File: config.mk
export PLATFORM = sky130hd
export DESIGN_NAME = rcp_post
export DESIGN_NICKNAME = d
export VERILOG_FILES = /design/src/rtl/rcp_pkg.sv /design/src/rtl/rcp_post.sv
export SDC_FILE = /design/constraint.sdc
export NUM_CORES = 2
export LEC_CHECK = 0
export ABC_AREA = 1
export BUFFER_PORTS_ARGS = -buffer_cell sky130_fd_sc_hd__buf_2
export CORE_MARGIN = 3
export CORE_UTILIZATION = 58
export DETAILED_ROUTE_END_ITERATION = 7
export PLACE_DENSITY = 0.8
export SYNTH_ARGS = -nofsm -noshare
export SYNTH_HDL_FRONTEND = slang
export SYNTH_SLANG_ARGS = --single-unit
File: constraint.sdc
create_clock -name clock -period 6.21 [get_ports clock]
set_input_delay 0.3105 -clock clock [delete_from_list [all_inputs] [get_ports clock]]
set_output_delay 0.3105 -clock clock [all_outputs]
set_load 0.01 [all_outputs]
File: src/rtl/rcp_pkg.sv
// Shared constants, types and codes of the raycast column projector.
`timescale 1ns / 1ps
package rcp_pkg;

   localparam int SCREEN_WIDTH  = 640;
   localparam int SCREEN_HEIGHT = 480;
   localparam int TEXTURE_WIDTH = 64;

   localparam int POS_W    = 22;
   localparam int DIR_W    = 16;
   localparam int COL_W    = 10;
   localparam int CELL_W   = 6;
   localparam int SIDE_W   = 2;
   localparam int CSR_W    = 22;
   localparam int CSR_IDX_W = 3;
   localparam int RAY_W    = 20;
   localparam int DIST_W   = 32;
   localparam int HEIGHT_W = 16;
   localparam int ROW_W    = 16;
   localparam int TEX_W    = 6;
   localparam int FRAC_W   = 16;

   localparam int SCAL_W   = COL_W + 3;
   localparam int PROD_W   = DIR_W + SCAL_W;
   localparam int BIAS_W   = 28;
   localparam int RX_SUM_W = BIAS_W + 2;
   localparam longint BIAS_M = ((64'd1 << 26) + SCREEN_WIDTH - 1) / SCREEN_WIDTH;
   localparam longint BIAS   = BIAS_M * SCREEN_WIDTH;
   localparam int RCP_K    = BIAS_W + $clog2(SCREEN_WIDTH);
   localparam longint RCP_M = ((64'd1 << RCP_K) + SCREEN_WIDTH - 1) / SCREEN_WIDTH;
   localparam int RCP_M_W  = BIAS_W + 1;
   localparam int MX_W     = BIAS_W + RCP_M_W;
   localparam int NUM_W    = POS_W + 2;

   localparam int DIV_N_W    = 40;
   localparam int DIV_D_W    = 32;
   localparam int DIV_STAGES = DIV_N_W;

   localparam logic [DIV_N_W-1:0] DELTA_NUM  = DIV_N_W'(64'd1 << 30);
   localparam logic [DIV_N_W-1:0] HEIGHT_NUM = DIV_N_W'(64'(SCREEN_HEIGHT) << 16);

   typedef enum logic [CSR_IDX_W-1:0] {
      REG_POS_X   = 3'd0,
      REG_POS_Y   = 3'd1,
      REG_DIR_X   = 3'd2,
      REG_DIR_Y   = 3'd3,
      REG_PLANE_X = 3'd4,
      REG_PLANE_Y = 3'd5
   } reg_index_type;

   typedef enum logic [SIDE_W-1:0] {
      SIDE_NORTH = 2'd0,
      SIDE_EAST  = 2'd1,
      SIDE_SOUTH = 2'd2,
      SIDE_WEST  = 2'd3
   } side_type;

   typedef struct packed {
      logic [POS_W-1:0]        pos_x;
      logic [POS_W-1:0]        pos_y;
      logic signed [DIR_W-1:0] dir_x;
      logic signed [DIR_W-1:0] dir_y;
      logic signed [DIR_W-1:0] plane_x;
      logic signed [DIR_W-1:0] plane_y;
   } cfg_type;

   typedef struct packed {
      logic                    neg_x;
      logic                    neg_y;
      logic                    zero_x;
      logic                    zero_y;
      logic                    zero_main;
      logic                    quot_neg;
      logic [SIDE_W-1:0]       side;
      logic signed [RAY_W-1:0] ray_other;
   } front_tag_type;

   typedef struct packed {
      logic [DIV_N_W-1:0] num_mag;
      logic [RAY_W-1:0]   main_mag;
      logic [RAY_W-1:0]   abs_x;
      logic [RAY_W-1:0]   abs_y;
      front_tag_type      tag;
   } ray_out_type;

   typedef struct packed {
      logic                     neg_x;
      logic                     neg_y;
      logic [DIST_W-1:0]        delta_x;
      logic [DIST_W-1:0]        delta_y;
      logic [DIST_W-1:0]        first_x;
      logic [DIST_W-1:0]        first_y;
      logic signed [DIST_W-1:0] wall_dist;
      logic                     height_max;
      logic                     height_zero;
      logic [TEX_W-1:0]         tex;
   } back_tag_type;

   localparam int DIV_TAG_W = $bits(back_tag_type);
   typedef logic [DIV_TAG_W-1:0] div_tag_type;

endpackage

File: src/rtl/rcp_post.sv
// Distance saturation, first-line distances and texture column after the first divide.
`timescale 1ns / 1ps
module rcp_post import rcp_pkg::*; (
   input  logic               clock,
   input  logic               reset,
   input  logic               advance,
   input  cfg_type            cfg,
   input  logic               in_valid,
   input  logic [DIV_N_W-1:0] in_quot_x,
   input  logic [DIV_N_W-1:0] in_quot_y,
   input  logic [DIV_N_W-1:0] in_quot_dist,
   input  front_tag_type      in_tag,
   output logic               out_valid,
   output logic [DIV_D_W-1:0] out_divisor,
   output back_tag_type       out_tag
);

   localparam int FP_W = FRAC_W + 1 + DIST_W;
   localparam int TP_W = DIST_W + RAY_W;

   logic [2:0]                 valid_ff;
   logic [DIST_W-1:0]          p1_dx_in, p1_dy_in, p1_dx_ff, p1_dy_ff, p2_dx_ff, p2_dy_ff;
   logic signed [DIST_W-1:0]   p1_dist_in, p1_dist_ff, p2_dist_ff;
   front_tag_type              p1_tag_ff, p2_tag_ff;
   logic [FRAC_W:0]            span_x, span_y;
   logic [FP_W-1:0]            p2_fx_in, p2_fy_in, p2_fx_ff, p2_fy_ff;
   logic signed [TP_W-1:0]     p2_tp_in, p2_tp_ff;
   logic                       xside, mirror;
   logic [FRAC_W-1:0]          pother, frac_hit, tex_raw, tex_mir;
   logic [2*FRAC_W-1:0]        tex_prod;
   back_tag_type               p3_tag_in, p3_tag_ff;
   logic [DIV_D_W-1:0]         p3_dvs_ff;

   always_comb begin
      p1_dx_in = in_tag.zero_x ? '1 : in_quot_x[DIST_W-1:0];
      p1_dy_in = in_tag.zero_y ? '1 : in_quot_y[DIST_W-1:0];
      priority if (in_tag.zero_main) begin
         p1_dist_in = 32'sh7FFF_FFFF;
      end else if (in_tag.quot_neg) begin
         if (in_quot_dist > DIV_N_W'(64'h8000_0000)) begin
            p1_dist_in = 32'sh8000_0000;
         end else begin
            p1_dist_in = -$signed(in_quot_dist[DIST_W-1:0]);
         end
      end else if (in_quot_dist > DIV_N_W'(64'h7FFF_FFFF)) begin
         p1_dist_in = 32'sh7FFF_FFFF;
      end else begin
         p1_dist_in = $signed(in_quot_dist[DIST_W-1:0]);
      end
   end

   assign span_x   = p1_tag_ff.neg_x ? {1'b0, cfg.pos_x[FRAC_W-1:0]}
                                     : 17'h10000 - {1'b0, cfg.pos_x[FRAC_W-1:0]};
   assign span_y   = p1_tag_ff.neg_y ? {1'b0, cfg.pos_y[FRAC_W-1:0]}
                                     : 17'h10000 - {1'b0, cfg.pos_y[FRAC_W-1:0]};
   assign p2_fx_in = FP_W'(span_x) * FP_W'(p1_dx_ff);
   assign p2_fy_in = FP_W'(span_y) * FP_W'(p1_dy_ff);
   assign p2_tp_in = TP_W'(p1_dist_ff) * TP_W'(p1_tag_ff.ray_other);

   always_comb begin
      xside    = (p2_tag_ff.side == SIDE_EAST) || (p2_tag_ff.side == SIDE_WEST);
      mirror   = (p2_tag_ff.side == SIDE_SOUTH) || (p2_tag_ff.side == SIDE_WEST);
      pother   = xside ? cfg.pos_y[FRAC_W-1:0] : cfg.pos_x[FRAC_W-1:0];
      frac_hit = pother + p2_tp_ff[FRAC_W+13:14];
      tex_prod = (2*FRAC_W)'(frac_hit) * (2*FRAC_W)'(TEXTURE_WIDTH);
      tex_raw  = tex_prod[2*FRAC_W-1:FRAC_W];
      tex_mir  = FRAC_W'(TEXTURE_WIDTH - 1) - tex_raw;

      p3_tag_in.neg_x       = p2_tag_ff.neg_x;
      p3_tag_in.neg_y       = p2_tag_ff.neg_y;
      p3_tag_in.delta_x     = p2_dx_ff;
      p3_tag_in.delta_y     = p2_dy_ff;
      p3_tag_in.first_x     = (p2_tag_ff.zero_x || p2_fx_ff[FP_W-1]) ? '1
                              : p2_fx_ff[FP_W-2:FRAC_W];
      p3_tag_in.first_y     = (p2_tag_ff.zero_y || p2_fy_ff[FP_W-1]) ? '1
                              : p2_fy_ff[FP_W-2:FRAC_W];
      p3_tag_in.wall_dist   = p2_dist_ff;
      p3_tag_in.height_max  = (p2_dist_ff == '0);
      p3_tag_in.height_zero = p2_dist_ff[DIST_W-1];
      p3_tag_in.tex         = mirror ? tex_mir[TEX_W-1:0] : tex_raw[TEX_W-1:0];
   end

   always_ff @(posedge clock) begin
      if (reset) begin
         valid_ff <= '0;
      end else if (advance) begin
         valid_ff <= {valid_ff[1:0], in_valid};
      end
   end

   always_ff @(posedge clock) begin
      if (advance) begin
         p1_dx_ff   <= p1_dx_in;
         p1_dy_ff   <= p1_dy_in;
         p1_dist_ff <= p1_dist_in;
         p1_tag_ff  <= in_tag;
         p2_fx_ff   <= p2_fx_in;
         p2_fy_ff   <= p2_fy_in;
         p2_tp_ff   <= p2_tp_in;
         p2_dx_ff   <= p1_dx_ff;
         p2_dy_ff   <= p1_dy_ff;
         p2_dist_ff <= p1_dist_ff;
         p2_tag_ff  <= p1_tag_ff;
         p3_tag_ff  <= p3_tag_in;
         p3_dvs_ff  <= DIV_D_W'(p2_dist_ff);
      end
   end

   assign out_valid   = valid_ff[2];
   assign out_divisor = p3_dvs_ff;
   assign out_tag     = p3_tag_ff;

endmodule

==> results.py <==
metrics = {
    "die": {
        "fp.dieW_microns": 344,
        "ioPinCount": 463,
        "core_area_sq_um": 113000,
        "core.rowCount": 123,
        "die_height_microns": 344,
        "fp.dieArea_sq_um": 118000,
        "start_util": 0.587,
    },
    "worst_setup_path": {
        "endpoint": "p2_fy_ff[26]$_DFFE_PP_",
        "regToRegEndpoint": "p2_fy_ff[26]$_DFFE_PP_",
        "cp.arrival_ns": 7.27,
        "cpPeakStageDelay_ns": 0.71,
        "cp_max_fo": 7,
        "r2r_slack_ns": -0.60,
        "worstRegToRegCells": 28,
        "reg2reg_from": "p1_tag_ff[26]$_DFFE_PP_",
        "worstSetupPathType": "flip-flop to flip-flop",
        "startpoint": "p1_tag_ff[26]$_DFFE_PP_",
        "crit_path_end_kind": "flip-flop",
        "cp_common_cell": "fa_1",
        "cp-start-kind": "flip-flop",
        "cp_slowest_cell": "fa_1",
        "critPathRequiredTime_ns": 6.67,
    },
    "logic_synthesis": {
        "synth.distinct_cells": 51,
        "syn-num-nets": 9391,
        "synth_top_area_cell": "fa_1",
        "ys_ff_latch": 478,
        "syn_avg_cell_area_sq_um": 8.75,
        "synthTopCellsByArea": "fa_1, edfxtp_1, inv_1",
        "synthFlopType": "edfxtp_1",
        "ys_seq_area_frac": 0.216,
        "yosys.area.top_type_share": 0.366,
        "async_flop_share": 0,
        "synth_common_cells": "inv_1, nand2_1, fa_1",
        "synth_warnings": 0,
        "synth_edf_count": 475,
        "syn_inst": 7560,
        "synth.most_common_cell": "inv_1",
        "syn_area_sq_um": 66200,
    },
    "cells_and_area": {
        "drive_above_1_share": 0.284,
        "area_growth_pct": 29.0,
        "fin_nets": 10600,
        "design_area_sq_um": 85300,
        "n_fill_cell": 6998,
    },
    "outcome": {
        "violations": "DRC, setup timing",
        "status": "finished with violations",
    },
    "worst_hold_path": {
        "min-delay-path-class": "input pin to flip-flop",
    },
    "detailed_routing": {
        "first_iter_violations": 6528,
        "drt_first_pass_iters": 8,
        "wl_met2_microns": 104000,
        "via_count": 58900,
        "top_layer_used": "met5",
        "routedWlPerCell_microns": 22.6,
        "met3_length_microns": 31600,
        "ant_nets": 0,
        "wirelength_microns": 233000,
        "drc": 18,
        "wl_met1_microns": 78600,
        "avgViaCountPerCell": 5.73,
    },
    "sta": {
        "slew_viol_final": 0,
        "fin_crit_ns": 6.81,
        "post-route-period-util": 1.10,
        "skew_ns": 0.0470,
        "worst_slew_pin_slew_ns": 1.05,
        "setup_ws_ns": -0.600,
        "finalSetupViolations": 65,
        "rsz0062_at_grt": "true",
        "hold_violations": 0,
        "fmax_ghz": 0.147,
        "slew_headroom": 0.297,
    },
    "global_routing": {
        "antenna_found_initial": 15,
        "grt_overflow": 0,
        "track_usage": 0.369,
        "grt_pass1_vias": 60200,
        "grt_pass1_wl_microns": 332000,
        "grt_max_degree": 164,
    },
    "run": {
        "maxCapViolCount": 0,
    },
    "clocking": {
        "cts-root-buf": "clkbuf_16",
        "htree_levels": 2,
        "numClockSinks": 478,
        "cts_buffers": 56,
        "cts_tree": "yes",
        "clock_latency_ns": 0.71,
        "clock_path_buffers": 3,
        "clk_pin_slew_ns": 0.08,
    },
    "place": {
        "placed_area_sq_um": 74700,
        "gp_congestion": 1.03,
        "post-dp-hpwl_microns": 162000,
        "place.port_buffers": 370,
    },
}
[cell type report]
class | instances | area (sq um) | area share
Clock inverter | 43 | 415 | 0.00487
Timing Repair Buffer | 1406 | 12000 | 0.141
Tap cell | 1500 | 1880 | 0.0220
Inverter | 2016 | 7660 | 0.0898
Multi-Input combinational cell | 4772 | 47600 | 0.557
Sequential cell | 478 | 14300 | 0.168
Antenna cell | 12 | 30.0 | 0.000352
Clock buffer | 62 | 1450 | 0.0169
[flip-flops by register name, summed over array words and instances, names as in the netlist]
name / flops
out_tag: 169
p2_fx_ff: 33
p2_fy_ff: 33
p1_dist_ff: 32
p1_dx_ff: 32
p1_dy_ff: 32
p2_dist_ff: 32
p2_dx_ff: 32
p2_dy_ff: 32
p1_tag_ff: 26
p2_tp_ff: 16
p2_tag_ff: 6
valid_ff: 3
[per-stage QoR]
step	util	TNS [ns]	instances	worst slack, ns	hold WS (ns)
finish	0.756	-22.24	10300	-0.600	0.0489
global route	0.756	-35.56	10300	-0.836	0.0381
CTS	0.719	-2.20	10100	-0.137	0.00112
detailed placement	0.663	-45.03	9840	-1.03	0.405
global placement	0.663	-37.55	9840	-0.808	0.400
floorplan	-	-0.0488	7560	-0.0249	0.380
[layer usage]
metal | up-vias | track usage
li1 | 24500 | -
met3 | 1406 | 0.0913
met4 | 12 | 0.201
met1 | 28600 | 0.477
met2 | 4425 | 0.575
met5 | - | 0
[what timing repair did]
item	CTS	global route
hold buffers	103	0
cloned	16	13
buffers inserted	73	148
endpoints found under the setup margin	75	80
resized for setup	628	814
hold endpoints to repair	104	0
pin swaps	238	466
[critical path, delay by kind of cell (launching register included)]
family                   cells  cell delay, ns
buffers and inverters       11            1.06
AO/OA/AOI/OAI                5            1.00
AND/OR/NAND/NOR              4            0.47
flip-flops                   1            0.38
adder cells (fa/ha/maj)      7            3.51
XOR/XNOR                     1            0.13
[cells by family (layout without fill, tap and decap cells)]
kind of cell               count (synthesis)  in the layout  share of synthesized area
other                                      0             12                          0
buffers and inverters                   2310           3527                      0.135
DFF                                      478            478                      0.216
and+or+nand+nor                         2658           2658                      0.162
AOI/OAI and AO/OA                        432            432                     0.0371
xor gates and xnor gates                 111            111                     0.0147
adders and majority gates               1571           1571                      0.434
[worst min path at each step]
stage / slack [ns] / startpoint / cells after the start / endpoint
after global placement: 0.40 / p2_dy_ff[10]$_DFFE_PP_ / 0 / out_tag[114]$_DFFE_PP_
after global routing: 0.04 / in_quot_dist[5] / 3 / p1_dist_ff[5]$_SDFFCE_PP1P_
after detailed placement: 0.40 / p2_dy_ff[2]$_DFFE_PP_ / 0 / out_tag[106]$_DFFE_PP_
after CTS: 0.001 / in_quot_dist[28] / 3 / p1_dist_ff[28]$_SDFFCE_PP1P_
after floorplan: 0.38 / reset / 1 / valid_ff[0]$_SDFFE_PP0P_
final: 0.05 / in_quot_dist[28] / 3 / p1_dist_ff[28]$_SDFFCE_PP1P_
[cell usage in the layout, fill, tap and decap left out, types with 77 or more instances in the layout]
| master | instances |
|---|---|
| inv_1 | 1807 |
| nand2_1 | 1536 |
| fa_1 | 1139 |
| buf_4 | 710 |
| edfxtp_1 | 475 |
| nor2_1 | 383 |
| buf_2 | 369 |
| ha_1 | 278 |
| inv_2 | 174 |
| nand2_2 | 146 |
| nand3_1 | 110 |
| nor2_2 | 104 |
| dlygate4sd3_1 | 103 |
| buf_12 | 100 |
| buf_6 | 84 |
| nor2_4 | 82 |
| o21ai_0 | 81 |
| or2_2 | 77 |
| ha_4 | 77 |
Power is not shown: default switching activity piles up to over one toggle a cycle in this logic, so the estimate is an artifact.
